File: config.mk
export PLATFORM = sky130hd
export DESIGN_NAME = cltrs_div
export DESIGN_NICKNAME = d
export VERILOG_FILES = /design/src/rtl/core/cltrs_pkg.sv /design/src/rtl/core/cltrs_div.sv
export SDC_FILE = /design/constraint.sdc
export NUM_CORES = 1
export LEC_CHECK = 0
export ABC_AREA = 1
export BUFFER_PORTS_ARGS = -buffer_cell sky130_fd_sc_hd__buf_2
export CORE_MARGIN = 10
export CORE_UTILIZATION = 40
export DETAILED_ROUTE_END_ITERATION = 10
export HOLD_SLACK_MARGIN = 0.12
export PLACE_DENSITY = 0.61
export RECOVER_POWER = 100
export SYNTH_ARGS = -nofsm -noshare
export SYNTH_HDL_FRONTEND = slang
export SYNTH_SLANG_ARGS = --single-unit
File: constraint.sdc
create_clock -name i_clk -period 8.65 [get_ports i_clk]
set_input_delay 1.73 -clock i_clk [delete_from_list [all_inputs] [get_ports i_clk]]
set_output_delay 1.73 -clock i_clk [all_outputs]
set_load 0.02 [all_outputs]
File: src/rtl/core/cltrs_pkg.sv
`timescale 1ns / 1ps
// ----------------------------------------------------------------------------
// Complex lower triangular solve package
// Shared payload structs and request, status and config codes.
// ----------------------------------------------------------------------------
package cltrs_pkg;

    localparam logic [1:0] REQ_LOAD_L = 2'd0;
    localparam logic [1:0] REQ_LOAD_A = 2'd1;
    localparam logic [1:0] REQ_START  = 2'd2;

    localparam logic [1:0] ST_OK   = 2'd0;
    localparam logic [1:0] ST_ZERO = 2'd1;
    localparam logic [1:0] ST_SAT  = 2'd2;

    localparam logic CFG_N_ROWS = 1'b0;
    localparam logic CFG_N_COLS = 1'b1;

    typedef struct packed {
        logic [1:0]         req_type;
        logic [2:0]         row;
        logic [2:0]         col;
        logic signed [31:0] value_re;
        logic signed [31:0] value_im;
    } t_req;

    typedef struct packed {
        logic [2:0]         out_row;
        logic [2:0]         out_col;
        logic signed [31:0] y_re;
        logic signed [31:0] y_im;
        logic [1:0]         status;
        logic               last;
    } t_rsp;

endpackage

File: src/rtl/core/cltrs_div.sv
`timescale 1ns / 1ps
// ----------------------------------------------------------------------------
// Restoring divider
// Unsigned quotient of a 66-bit numerator by a 65-bit denominator, rounded
// half up at 16 fraction bits; one quotient bit per cycle.
// ----------------------------------------------------------------------------
module cltrs_div
    import cltrs_pkg::*;
(
    input  logic         i_clk,
    input  logic         i_rst_n,
    input  logic         i_go,
    input  logic [65:0]  i_num,
    input  logic [64:0]  i_den,
    output logic         o_done,
    output logic [81:0]  o_quo
);
    localparam int NB = 82;

    logic [81:0] r_num;
    logic [65:0] r_rem;
    logic [81:0] r_q;
    logic [64:0] r_den;
    logic [6:0]  r_cnt;
    logic        r_busy;
    logic        r_done;
    logic [66:0] w_trial;
    logic [66:0] w_rem2;

    assign w_rem2  = {r_rem, r_num[NB-1]};
    assign w_trial = w_rem2 - {2'b0, r_den};

    always_ff @(posedge i_clk) begin
        if (!i_rst_n) begin
            r_busy <= 1'b0;
            r_done <= 1'b0;
            r_cnt  <= '0;
        end else begin
            r_done <= 1'b0;
            if (i_go) begin
                r_busy <= 1'b1;
                r_cnt  <= '0;
                r_num  <= {i_num, 16'b0};
                r_rem  <= '0;
                r_q    <= '0;
                r_den  <= i_den;
            end else if (r_busy) begin
                r_num <= {r_num[NB-2:0], 1'b0};
                if (!w_trial[66]) begin
                    r_rem <= w_trial[65:0];
                    r_q   <= {r_q[NB-2:0], 1'b1};
                end else begin
                    r_rem <= w_rem2[65:0];
                    r_q   <= {r_q[NB-2:0], 1'b0};
                end
                r_cnt <= r_cnt + 7'd1;
                if (r_cnt == 7'(NB - 1)) begin
                    r_busy <= 1'b0;
                    r_done <= 1'b1;
                end
            end
        end
    end

    // round: remainder doubled against the divisor
    assign o_done = r_done;
    assign o_quo  = r_q + 82'(({1'b0, r_rem} << 1) >= {2'b0, r_den});

endmodule

# --- Word-level counts from Yosys, hierarchy flattened ---
# Cells that the tools add are included.
totals:
  ff_bits: 303
  latchBits: 0
  ramBits: 0
  rom_bits: 0
  output_inout_bits: 83
  mem_count: 0
classes:
  addsub: 3
  n_mul: 0
  div_mod_pow: 0
  n_lt_le_gt_ge: 1
  eq_ne: 1
  shift: 0
  muxes: 10
  bitwise_logic: 2
  n_reduce_logical: 5
op_table:
  columns: ["cell", "n"]
  rows:
  - ["$mux W82", 3]
  - ["$mux W66", 2]
  - ["$add A82 B1 Y82", 1]
  - ["$ge A67 B65 Y1", 1]
  - ["$sub A67 B65 Y67", 1]
  - ["$add A7 B1 Y7 const B", 1]
  - ["$eq A7 B7 Y1 const B", 1]
  - ["$mux W1", 5]
  - ["$reduce_and A2 Y1", 2]
  - ["$reduce_or A3 Y1", 1]
  - ["$not A1 Y1", 2]
  - ["$reduce_bool A2 Y1", 1]
  - ["$reduce_or A2 Y1", 1]

# --- Logic depth before layout (Yosys ltp) ---
depth:
  depth_word: 4
  depth_mapped: 27
  ltp_nobuf: 27

# --- Worst setup path after synthesis ---
# No wires, ideal clock.
synth_path:
  kind: "in2reg"
  startpoint: "input i_go"
  endpoint: "register r_num[16] (enable)"
  t_arrival_ns: 6.897
  path_slack_ns: 1.170
  cell_stages: 4
  n_path_buf: 2
  cell_sequence: "clkbuf_1 clkbuf_1 nand2_1 nand2_1"
synth_via:
  elab_chain_len: 2
synth_rtl:
  columns: ["item", "line_no", "source"]
  rows:
  - ["from (decl)", "cltrs_div.sv:12", "input logic i_go,"]
  - ["$reduce_bool A2 Y1 (no source line)", null, null]
  - ["$reduce_and A2 Y1 (no source line)", null, null]
  - ["to (signal assigned)", "cltrs_div.sv:43", "r_num <= {i_num, 16'b0};"]
  - ["to (signal assigned)", "cltrs_div.sv:48", "r_num <= {r_num[NB-2:0], 1'b0};"]
  - ["to (decl)", "cltrs_div.sv:20", "logic [81:0] r_num;"]
# Every way passes these cells.
# A chain may end at the register's enable or synchronous reset.

# --- Worst setup path after layout ---
layout_path:
  startpoint: "register r_rem[47]"
  endpoint: "output o_quo[66]"
layout_via:
  elab_chain_len: 2
layout_rtl:
  columns: ["item", "line_no", "source"]
  rows:
  - ["from (decl)", "cltrs_div.sv:21", "logic [65:0] r_rem;"]
  - ["from (signal assigned)", "cltrs_div.sv:50", "r_rem <= w_trial[65:0];"]
  - ["from (signal assigned)", "cltrs_div.sv:53", "r_rem <= w_rem2[65:0];"]
  - ["$ge A67 B65 Y1", "cltrs_div.sv:67", "assign o_quo = r_q + 82'(({1'b0, r_rem} << 1) >= {2'b0, r_den});"]
  - ["$add A82 B1 Y82", "cltrs_div.sv:67", null]
  - ["to (decl)", "cltrs_div.sv:16", "output logic [81:0] o_quo"]
# Every way passes these cells.

==> results by group <==
Clock network
  – Root Driver: clkbuf_16
  – Post CTS Setup Buffer Count: 0
  – CTS buffer count: 36
  – Clock transition at the registers of the reported paths: 0.06 ns
  – Worst-Skew Late Latency: 0.58 ns
  – Clock sink count: 288
  – Number of H-tree levels: 2
  – CTS Hold Bufs: 0
  – Bufs on Longest Clock Path: 3
  – CTS tree: done
  – PostCTS Resize Cnt: 0

GRT
  – Largest net degree at the start of global routing: 215
  – Number of global-route vias before repair: 18.0k
  – GRT Util Overall: 21.0%
  – Initial antenna violation count: 8
  – Overflow after GRT: 0
  – First-pass GRT wire length: 101 mm

Synthesis
  – Number of synthesized register bits: 288
  – Synth area leaders: edfxtp_1 (41%), nand2_1 (18%), inv_1 (9.8%)
  – Largest area contributor in the netlist: edfxtp_1
  – Yosys cell types: 50
  – YS warnings: 0
  – Register area share after synthesis: 41.8%
  – Syn nets: 3070
  – Post-Syn Area per Cell: 7.14 um2
  – Synth Instances: 2866
  – Mapped cell area: 20500 um2
  – Top cell type's share of synthesized area: 40.9%

Finish
  – Layout cells sized above 1: 8.58%
  – Area of the multi-input gates: 9440 um2
  – Fillers: 5356
  – Most frequent cells in the layout: nand2_1 (1000), inv_1 (533), nor2_1 (397)
  – Nets: 3279
  – Register area: 8560 um2
  – Layout area overhead: 12.9%
  – Fin cells: 3775
  – Most common cell after layout, fill and taps aside: nand2_1

Placement
  – Port Buffers: 216
  – Post-DP HPWL: 49.8 mm
  – Gp weighted congestion: 0.986
  – Placed insts: 3709

Power
  – P_leak: 11.5 nW
  – Worst vdd ir: 0.000154 V
  – Power Dens Cells: 204 nW/um2

STA
  – Worst slew margin: -182%
  – Fmax: 135 MHz
  – Fin. max-slew vios: 478
  – RSZ-0062 raised after global routing: no
  – Skew final: 0.0194 ns
  – Period utilisation layout: 85.6%
  – Slew @ Worst Pin: 4.23 ns
  – Tmin final: 7.41 ns
  – Setup TNS Final: 0 ns
  – Worst hold slack: 0.508 ns
  – Endpoints failing hold: 0
  – Final Setup Violations: 0

Setup path
  – Slowest stage delay, CP: 0.43 ns
  – Depth of the most critical reg-to-reg path: 3
  – Slowest CP cell: nor2_1
  – Critical path buffers and inverters: 2
  – R2R Path Start: r_busy
  – Crit path cell chain: ha_1 > nand2_1 > nor2_1 > nand2_1 > nor3_1 > inv_1 > nor3_1 > nand3_1 > nand3_1 > ha_1 > ha_1 > nand3_2 > nor2_1 > nand2_4 > nor2_1 > nand4_1 > nor3_4 > nand3_2 > nor3_1 > xor2_1 > buf_2
  – Arr. time, crit path: 5.68 ns
  – Reg-to-reg slack, setup: 5.14 ns
  – CP max FO: 7
  – Crit end category: primary output
  – Setup crit start kind: flip-flop
  – Critical path class: flip-flop to primary output
  – Reg-to-Reg End: r_rem[34]
  – CP top delay family: simple AND/OR/NAND/NOR gates
  – Crit path required time: 6.92 ns

Die
  – Initial Util: 40.6%
  – Height of the die: 246 um
  – Die Width: 246 um
  – Die ar.: 60600 um2
  – Cell Rows: 82
  – Core area: 50400 um2
  – IO Count: 217

Route
  – Drt first pass iters: 5
  – Met2 Wirelength: 28.9 mm
  – Total number of vias: 18.3k
  – DRT iter0 DRCs: 1259
  – Residual DRC: 0
  – Routed Antenna Nets: 0
  – Final wirelength: 64.2 mm
  – Met1 WL: 29.5 mm
  – Post-DR vias/cell: 4.84
  – Top layer in use: met5
  – WL met3: 4.23 mm
  – Drt wl/cell: 17.0 um

Run status
  – Failing checks: max-capacitance violations, max-slew violations
  – Outcome: finished, violations left

Worst hold path
  – Hold endpoint: r_num[68]
  – Hold path depth: 2
  – Worst hold path type: flip-flop to flip-flop
  – HP Start: r_num[67]

Flow run
  – Max-cap viol count: 5
[layout make-up]
| type | count | area share [%] |
|---|---|---|
| multi-input cells | 1971 | 40.8 |
| clock buffers | 40 | 4.05 |
| well taps | 672 | 3.64 |
| inverters | 557 | 9.05 |
| clock inverters | 25 | 0.947 |
| flip-flops and latches | 288 | 37.0 |
| repair buffers | 221 | 4.43 |
| diodes | 1 | 0.0108 |
[synthesized netlist by cell type, drive strengths merged]
| cell | count |
|---|---|
| dfxtp | 9 |
| nor3 | 71 |
| edfxtp | 279 |
| buf | 22 |
| inv | 555 |
| o21bai | 4 |
| clkbuf | 28 |
| a211oi | 1 |
| nor2 | 409 |
| a21oi | 53 |
| and3 | 3 |
| xor2 | 114 |
| or2 | 3 |
| nand3 | 145 |
| a21boi | 1 |
| xnor2 | 2 |
| fa | 1 |
| a21o | 1 |
| o21ai | 12 |
| o21a | 1 |
| nor4b | 1 |
| and2 | 3 |
| clkinv | 2 |
| ha | 69 |
| nand4 | 32 |
| nor3b | 3 |
| nand2 | 1015 |
| a31oi | 1 |
| nand3b | 10 |
| nor4 | 16 |
[sequential cells by signal, summed over array words and instances, names as in the netlist]
register and count:
r_rem 66, r_num 66, r_cnt 7, r_den 65, o_done 1, r_q 82, r_busy 1
[how the worst max path moves through the flow]
stage               from  depth (start not counted)         to  slack, ns
5_1_grt        r_rem[47]                         21  o_quo[68]       0.82
2_1_floorplan       i_go                          4  r_num[16]       1.17
6_report       r_rem[47]                         21  o_quo[66]       1.24
4_1_cts        r_rem[47]                         22  o_quo[62]       1.91
3_5_place_dp   r_rem[48]                         21  o_quo[68]       2.54
3_3_place_gp   r_rem[47]                         21  o_quo[68]       2.64
[layer usage]
layer	GRT usage (%)	up-vias
met5	0	-
met4	5.79	12
met3	4.31	88
met2	33.6	490
met1	28.3	8444
li1	-	9252
[cells by family after synthesis]
group           count (synthesis)  share of synthesized area (%)
simple gates                 1711                           35.5
buf+inv                       607                           11.5
flops                         288                           41.8
xor+xnor                      116                           4.96
compound gates                 74                           1.91
fa+ha+maj                      70                           4.32
[power by group]
part / internal [mW] / total [mW] / switching [mW]
clock: 0.875 / 1.51 / 0.633
sequential: 1.72 / 1.79 / 0.0710
combinational: 0.425 / 1.41 / 0.988
[per-stage QoR]
stage	worst slack, ns	total power, mW	utilization (%)	area (um2)
2_1_floorplan	1.17	2.82	-	20500
3_3_place_gp	2.64	3.21	44.0	22200
3_5_place_dp	2.54	3.22	44.0	22200
4_1_cts	1.91	4.75	46.3	23300
5_1_grt	0.816	5.01	45.9	23100
6_report	1.24	4.71	45.9	23100
[worst reg2reg max path, cell delays in order (launching register included)]
cell	delay, ns
dfxtp_1	0.41
nand2_1	0.15
nand2_4	0.09
clkbuf_4	2.07
No activity file was read; power rests on OpenSTA's default activity.
